<file path="src/rtl/core/dzvf_pkg.sv">
package dzvf_pkg;

  localparam int unsigned IterW = 5;
  localparam logic [IterW-1:0] IterLast = IterW'(31);

  typedef enum logic [1:0] {
    CFG_DEAD_ZONE_X    = 2'd0,
    CFG_DEAD_ZONE_Y    = 2'd1,
    CFG_SPEED_LIMIT_ON = 2'd2,
    CFG_MAX_SPEED      = 2'd3
  } dzvf_cfg_e;

  typedef enum logic [2:0] {
    STATUS_OK         = 3'd0,
    STATUS_BAD_VIEW   = 3'd1,
    STATUS_BAD_BOUNDS = 3'd2,
    STATUS_BAD_DELTA  = 3'd3
  } dzvf_status_e;

  typedef enum logic {
    ITEM_FOLLOW = 1'b0,
    ITEM_SNAP   = 1'b1
  } dzvf_item_e;

  typedef enum logic [3:0] {
    OP_NONE, OP_LOAD, OP_TRAIL, OP_MAXD, OP_SQX, OP_SQY, OP_MD2, OP_SQRT_INIT,
    OP_SQRT_STEP, OP_PX, OP_PY, OP_DIV_STEP, OP_MOVE, OP_COMMIT, OP_LERP_X, OP_LERP_Y
  } dzvf_op_e;

  typedef struct packed {
    logic               op;
    logic signed [31:0] pos_x;
    logic signed [31:0] pos_y;
    logic        [30:0] view_half_x;
    logic        [30:0] view_half_y;
    logic               bounds_on;
    logic signed [31:0] bounds_min_x;
    logic signed [31:0] bounds_min_y;
    logic signed [31:0] bounds_max_x;
    logic signed [31:0] bounds_max_y;
    logic        [15:0] delta_time;
    logic        [16:0] interp_frac;
  } dzvf_in_t;

  typedef struct packed {
    logic        [2:0]  status;
    logic signed [31:0] center_x;
    logic signed [31:0] center_y;
    logic signed [31:0] interp_x;
    logic signed [31:0] interp_y;
  } dzvf_out_t;

  typedef struct packed {
    dzvf_op_e op;
    logic     out_load;
  } dzvf_cmd_t;

  typedef struct packed {
    logic err;
    logic snap;
    logic limit_en;
    logic limit;
  } dzvf_stat_t;

endpackage

</file>
<file path="src/rtl/core/dzvf_ctrl.sv">
module dzvf_ctrl import dzvf_pkg::*; (
  input  logic       clk_i,
  input  logic       rst_ni,
  input  logic       in_valid_i,
  output logic       in_ready_o,
  output logic       out_valid_o,
  input  logic       out_ready_i,
  input  dzvf_stat_t stat_i,
  output dzvf_cmd_t  cmd_o
);

  typedef enum logic [16:0] {
    S_IDLE  = 17'b00000000000000001,
    S_DISP  = 17'b00000000000000010,
    S_TRAIL = 17'b00000000000000100,
    S_MAXD  = 17'b00000000000001000,
    S_SQX   = 17'b00000000000010000,
    S_SQY   = 17'b00000000000100000,
    S_MD2   = 17'b00000000001000000,
    S_CMP   = 17'b00000000010000000,
    S_SQRT  = 17'b00000000100000000,
    S_PX    = 17'b00000001000000000,
    S_PY    = 17'b00000010000000000,
    S_DIV   = 17'b00000100000000000,
    S_MOVE  = 17'b00001000000000000,
    S_COMMIT= 17'b00010000000000000,
    S_LERPX = 17'b00100000000000000,
    S_LERPY = 17'b01000000000000000,
    S_OUT   = 17'b10000000000000000
  } dzvf_state_e;

  dzvf_state_e      state_q, state_d;
  logic [IterW-1:0] cnt_q, cnt_d;
  logic             out_valid_q, out_valid_d;

  always_comb begin
    state_d      = state_q;
    cnt_d        = cnt_q;
    cmd_o.op     = OP_NONE;
    cmd_o.out_load = 1'b0;
    in_ready_o   = 1'b0;
    case (state_q)
      S_IDLE: begin
        in_ready_o = 1'b1;
        if (in_valid_i) begin
          cmd_o.op = OP_LOAD;
          state_d  = S_DISP;
        end
      end
      S_DISP: begin
        if (stat_i.err) begin
          state_d = S_LERPX;
        end else if (stat_i.snap) begin
          state_d = S_COMMIT;
        end else begin
          state_d = S_TRAIL;
        end
      end
      S_TRAIL: begin
        cmd_o.op = OP_TRAIL;
        state_d  = stat_i.limit_en ? S_MAXD : S_COMMIT;
      end
      S_MAXD: begin
        cmd_o.op = OP_MAXD;
        state_d  = S_SQX;
      end
      S_SQX: begin
        cmd_o.op = OP_SQX;
        state_d  = S_SQY;
      end
      S_SQY: begin
        cmd_o.op = OP_SQY;
        state_d  = S_MD2;
      end
      S_MD2: begin
        cmd_o.op = OP_MD2;
        state_d  = S_CMP;
      end
      S_CMP: begin
        if (stat_i.limit) begin
          cmd_o.op = OP_SQRT_INIT;
          cnt_d    = '0;
          state_d  = S_SQRT;
        end else begin
          state_d = S_COMMIT;
        end
      end
      S_SQRT: begin
        cmd_o.op = OP_SQRT_STEP;
        cnt_d    = cnt_q + 1'b1;
        if (cnt_q == IterLast) begin
          state_d = S_PX;
        end
      end
      S_PX: begin
        cmd_o.op = OP_PX;
        state_d  = S_PY;
      end
      S_PY: begin
        cmd_o.op = OP_PY;
        cnt_d    = '0;
        state_d  = S_DIV;
      end
      S_DIV: begin
        cmd_o.op = OP_DIV_STEP;
        cnt_d    = cnt_q + 1'b1;
        if (cnt_q == IterLast) begin
          state_d = S_MOVE;
        end
      end
      S_MOVE: begin
        cmd_o.op = OP_MOVE;
        state_d  = S_COMMIT;
      end
      S_COMMIT: begin
        cmd_o.op = OP_COMMIT;
        state_d  = S_LERPX;
      end
      S_LERPX: begin
        cmd_o.op = OP_LERP_X;
        state_d  = S_LERPY;
      end
      S_LERPY: begin
        cmd_o.op = OP_LERP_Y;
        state_d  = S_OUT;
      end
      S_OUT: begin
        if (!out_valid_q || out_ready_i) begin
          cmd_o.out_load = 1'b1;
          state_d        = S_IDLE;
        end
      end
      default: state_d = S_IDLE;
    endcase
  end

  always_comb begin
    out_valid_d = out_valid_q;
    if (cmd_o.out_load) begin
      out_valid_d = 1'b1;
    end else if (out_ready_i) begin
      out_valid_d = 1'b0;
    end
  end

  always_ff @(posedge clk_i or negedge rst_ni) begin
    if (!rst_ni) begin
      state_q     <= S_IDLE;
      cnt_q       <= '0;
      out_valid_q <= 1'b0;
    end else begin
      state_q     <= state_d;
      cnt_q       <= cnt_d;
      out_valid_q <= out_valid_d;
    end
  end

  assign out_valid_o = out_valid_q;

  a_busy_after_accept: assert property (@(posedge clk_i) disable iff (!rst_ni)
    (in_valid_i && in_ready_o) |=> !in_ready_o)
    else $error("input taken while busy");

  a_iter_start: assert property (@(posedge clk_i) disable iff (!rst_ni)
    (state_q == S_CMP && state_d == S_SQRT) |=> (cnt_q == '0))
    else $error("root iteration count not cleared");

  a_out_from_final: assert property (@(posedge clk_i) disable iff (!rst_ni)
    $rose(out_valid_q) |-> $past(state_q == S_OUT))
    else $error("result word raised outside final state");

endmodule

</file>
<file path="config.mk">
export PLATFORM = sky130hd
export DESIGN_NAME = dzvf_ctrl
export DESIGN_NICKNAME = d
export VERILOG_FILES = /design/src/rtl/core/dzvf_pkg.sv /design/src/rtl/core/dzvf_ctrl.sv
export SDC_FILE = /design/constraint.sdc
export NUM_CORES = 1
export LEC_CHECK = 0
export BUFFER_PORTS_ARGS = -buffer_cell sky130_fd_sc_hd__buf_2
export CAP_MARGIN = 30
export CORE_MARGIN = 3
export CORE_UTILIZATION = 40
export CTS_CLUSTER_SIZE = 12
export DETAILED_ROUTE_END_ITERATION = 7
export PLACE_DENSITY = 0.61
export SLEW_MARGIN = 20
export SYNTH_ARGS = -nofsm -noshare
export SYNTH_HDL_FRONTEND = slang
export SYNTH_SLANG_ARGS = --single-unit
</file>
<file path="constraint.sdc">
create_clock -name clk_i -period 1.9 [get_ports clk_i]
set_input_delay 0.095 -clock clk_i [delete_from_list [all_inputs] [get_ports clk_i]]
set_output_delay 0.095 -clock clk_i [all_outputs]
set_load 0.01 [all_outputs]
</file>
* Yosys cells after proc, flatten, opt, wreduce, memory -nomap -nowiden
Cells that the tools add are included.
** Operators by class
- Add/subtract/negate cells :: 1
- Equal/unequal tests :: 23
- Reductions and logical operators :: 7
- Muxes and demuxes :: 19
** Operators by type and width (count)
- $pmux W17 S17 :: 1
- $mux W17 :: 4
- $pmux W4 S15 :: 1
- $mux W14 :: 3
- $eq A17 B1 Y1 const B :: 1
- $eq A17 B10 Y1 const B :: 1
- $eq A17 B11 Y1 const B :: 1
- $eq A17 B12 Y1 const B :: 1
- $eq A17 B13 Y1 const B :: 1
- $eq A17 B14 Y1 const B :: 1
- $eq A17 B15 Y1 const B :: 1
- $eq A17 B16 Y1 const B :: 1
- $eq A17 B17 Y1 const B :: 1
- $eq A17 B2 Y1 const B :: 1
- $eq A17 B3 Y1 const B :: 1
- $eq A17 B4 Y1 const B :: 1
- $eq A17 B5 Y1 const B :: 1
- $eq A17 B6 Y1 const B :: 1
- $eq A17 B7 Y1 const B :: 1
- $eq A17 B8 Y1 const B :: 1
- $eq A17 B9 Y1 const B :: 1
- $mux W15 :: 1
- $pmux W5 S3 :: 1
- $ne A2 B2 Y1 const B :: 5
- 12 further kinds :: 17
** Storage, ports and cells
- Logic and storage cells :: 53
- Bits of input ports :: 8
- Output and inout port bits :: 7
- Flip-flop bits (word level) :: 23

* Depth between registers and ports, before layout
- Depth in word-level cells :: 5
- Gate-level depth with buffers :: 7
- Gate-level depth less buffers :: 7

* Worst setup path after synthesis
No wires, ideal clock.
- Path type :: register to register
- Start :: register state_q[8]
- End :: register cnt_q[0]
- Stages on the path, launching flop included :: 6
- Library setup time :: 125 ps
- Buffers on the path :: 1
- Data required time :: 1775 ps
- Slack :: -87 ps
- Arrival :: 1862 ps
- Cells stage by stage :: dfrtp_1 buf_6 or4_4 nor4_4 a32oi_2 mux2_4
** Between the ends
- Cells in the longest elaborated chain, start to end :: 4
** Ends and longest elaborated chain
- start, declared :: RTL line dzvf_ctrl.sv:32 : dzvf_state_e state_q, state_d;
- start signal, assigned :: RTL line dzvf_ctrl.sv:152 : state_q <= state_d;
- $eq A17 B12 Y1 / $eq A17 B9 Y1 (equally long branches) :: RTL line dzvf_ctrl.sv:42 : case (state_q)
- $reduce_or A2 Y1 (no line)
- $reduce_bool A3 Y1 (no line)
- $reduce_and A2 Y1 (no line)
- end signal, assigned :: RTL line dzvf_ctrl.sv:153 : cnt_q <= cnt_d;
- end, declared :: RTL line dzvf_ctrl.sv:33 : logic [IterW-1:0] cnt_q, cnt_d;
Parallel ways exist; a longest one is shown, timed or not.
A chain may end at the register's enable or synchronous reset.

==> results.yml <==
synthesis:
  syn_avg_cell_area_um2: 9.61
  yosysSeqAreaShare_pct: 39.5
  synth_ff_type: "dfrtp_1"
  synth_seq_cells: 23
  netlist_area_mm2: 0.00146
  netlist_top_cells_area: "dfrtp_1 38%, nor2_1 3.1%, xnor2_1 3.0%"
  synth_warnings: 0
  async_flop_share_pct: 100
  syn-num-nets: 162
  netlist.top_cell.by_area: "dfrtp_1"
  synthDistinctLibCells: 50
  netlist.area_leader.share_pct: 37.7
  synth_edf_count: 0
  netlist_top_cells_count: "22 x dfrtp_1, 12 x nor2_1, 9 x inv_1"
  synth_most_common_cell: "dfrtp_1"
  synth_cells: 152
sta:
  slew_viol_final: 0
  worst_slack_ns: -0.451
  rsz0062_at_grt: "yes"
  period_share_pct: 124
  fin_crit_ns: 2.35
  max_slew.worst_pin.slew_ns: 0.529
  setup_viol: 17
  clock_skew_ns: 0.00672
  max_freq_mhz: 425
  report.final.hold_viol_count: 0
  relSlewSlack_pct: 64.7
  whs_ns: 0.0699
detailed_routing:
  drc_errors: 0
  drt_first_pass_iters: 4
  wl_um: 4010
  antenna_left: 0
  vias: 1421
  via_per_inst: 5.49
  initialDrtViolationCount: 62
  wl_per_cell_um: 15.5
status:
  run_status: "finished, violations left"
  violations: "setup timing"
placed_design:
  io_buffer_count: 14
  pre_cts_ws_ns: -0.116
  placed_area_mm2: 0.00180
  dp_cells: 239
  gp_congestion: 0.868
  dp_hpwl_um: 2840
floorplanning:
  die_area_mm2: 0.00441
  initial_core_util_pct: 42.8
  ios: 15
  dieHeight_um: 66.4
  fp-row-count: 21
  die_w_um: 66.4
  core_mm2: 0.00342
finish:
  drive_gt1_share_pct: 43.7
  nNetsFinal: 224
  design_area_mm2: 0.00213
  stdcell_count: 259
  n_antenna_cell: 0
  syn_to_final_growth_pct: 45.8
global_routing:
  grt_pass1_wl_um: 6570
  antenna_found_initial: 0
  grt_start_max_net_pins: 24
  grt_pass1_vias: 1406
  grt-ovfl-total: 0
  track_usage_pct: 20.1
worst_setup_path:
  cp-end-kind: "output pin"
  crit_buf_inv: 1
  cpLargestDelayFamily: "simple AND/OR/NAND/NOR gates"
  worstPathMaxFanout: 5
  crit_path_start_kind: "register"
  cp_cell_sequence: "or4_4 > nor4_4 > nand3_1 > o211ai_1 > or4_1 > buf_2"
  critPathKind: "register to output pin"
  worst-endpoint-required_ns: 1.80
  slowest_delay_ns: 0.57
  arrival_ns: 2.26
  slowest_stage: "or4_4"
flow_run:
  cap_violations: 0
clock_tree:
  clk_pin_slew_ns: 0.14
  cts_sinks: 23
  cts_made_buffers: 3
  cts.path.max_buffers: 2
  cts_tree: "yes"
  h-tree-depth: 1
  cts-root-buf: "clkbuf_4"
  clkLatencyLatePin_ns: 0.33
power:
  power_mw: 1.94
  vdd_drop_max_mv: 0.760
  p_per_area_mw_per_mm2: 910
  p_leak_nw: 1.03
min_path:
  hold_class: "primary input to register"
-- worst reg2reg max path, stage by stage, from the launching register on --
cell,delay (ns)
dfrtp_1,0.43
or4_4,0.57
nor4_4,0.36
buf_4,0.19
a32oi_4,0.13
mux2_4,0.28
-- cell families (layout without fill, tap and decap cells) --
kind of cell | after synthesis | in the layout | share of synthesized area (%)
AO/OA/AOI/OAI | 26 | 26 | 13.7
XOR/XNOR | 8 | 8 | 4.79
adder cells (fa/ha/maj) | 2 | 2 | 1.71
buffers and inverters | 17 | 78 | 6.08
flip-flops | 23 | 23 | 39.5
multiplexers | 2 | 2 | 1.80
AND/OR/NAND/NOR | 74 | 74 | 32.4
-- state kept, by name (all words and copies together) (netlist names) --
register     cells
cnt_q            5
out_valid_o      1
state_q         17
-- final timing paths --
check | start | endpoint | slack, ns | cells after the start
setup / recovery | state_q[8]$_DFFE_PN0P_ | cmd_o[1] | -0.45 | 6
hold / removal | out_ready_i | out_valid_o$_DFFE_PN0P_ | 0.07 | 3
setup reg to reg | state_q[8]$_DFFE_PN0P_ | cnt_q[0]$_DFFE_PN0P_ | -0.15 | 5
hold reg to reg | cnt_q[2]$_DFFE_PN0P_ | cnt_q[2]$_DFFE_PN0P_ | 0.52 | 1
max in group asynchronous | rst_ni | state_q[0]$_DFFE_PN1P_ | 1.28 | 2
min in group asynchronous | rst_ni | out_valid_o$_DFFE_PN0P_ | 0.26 | 2
-- repair_timing --
action                     in CTS  in global routing
setup endpoints to repair      14                 21
hold endpoints to repair       25                  0
pin swaps                      15                  6
hold buffers                    5                  0
gates resized for setup        16                 19
buffers inserted                9                  6
-- final cells by class --
class / instances / area, um2
clock buffers: 3 / 22.5
clock inverters: 1 / 5.00
fillers: 296 / 1280
inverters: 9 / 33.8
multi-input cells: 112 / 933
flip-flops and latches: 23 / 577
well taps: 46 / 57.6
repair buffers: 65 / 502
-- metrics by stage --
stage	setup TNS (ns)	util, %
6_report	-2.56	62.4
5_1_grt	-4.46	62.4
4_1_cts	-2.28	59.4
3_5_place_dp	-0.766	52.7
3_3_place_gp	-0.413	52.7
2_1_floorplan	-0.0713	-
-- power by group --
part / total (mW) / leakage (nW) / switching, mW / internal, mW
clock network: 0.241 / 0.0177 / 0.162 / 0.0790
registers: 0.568 / 0.311 / 0.0384 / 0.529
logic: 1.13 / 0.704 / 0.530 / 0.600
-- placed cells by master (no fill, tap or decap), drive strengths merged, types with 2 or more instances in the layout --
cell / instances
or3: 4
and3: 3
o21ai: 4
nor4: 9
inv: 9
a21o: 3
dlygate4sd3: 5
nor4b: 2
a211oi: 3
buf: 60
nor2: 12
o22ai: 2
mux2: 2
clkbuf: 3
nand3: 4
xor2: 3
nand3b: 2
nor2b: 4
nand2b: 3
dfrtp: 22
ha: 2
and4: 2
nand2: 6
or4: 5
xnor2: 5
and2: 2
nand4: 4
nor3: 8
a22o: 3
-- metal layers --
layer  share of wire, %  routed length (um)  track usage (%)  vias up
met3                3.4                 136             2.55        6
met1                 44                1780             24.4      697
met4                2.0                  80             8.38        0
met5                  0                   0                0        -
met2                 50                2010             35.4       29
li1                   -                   -                -      689
Note: power is estimated with default switching activity, not from simulation.
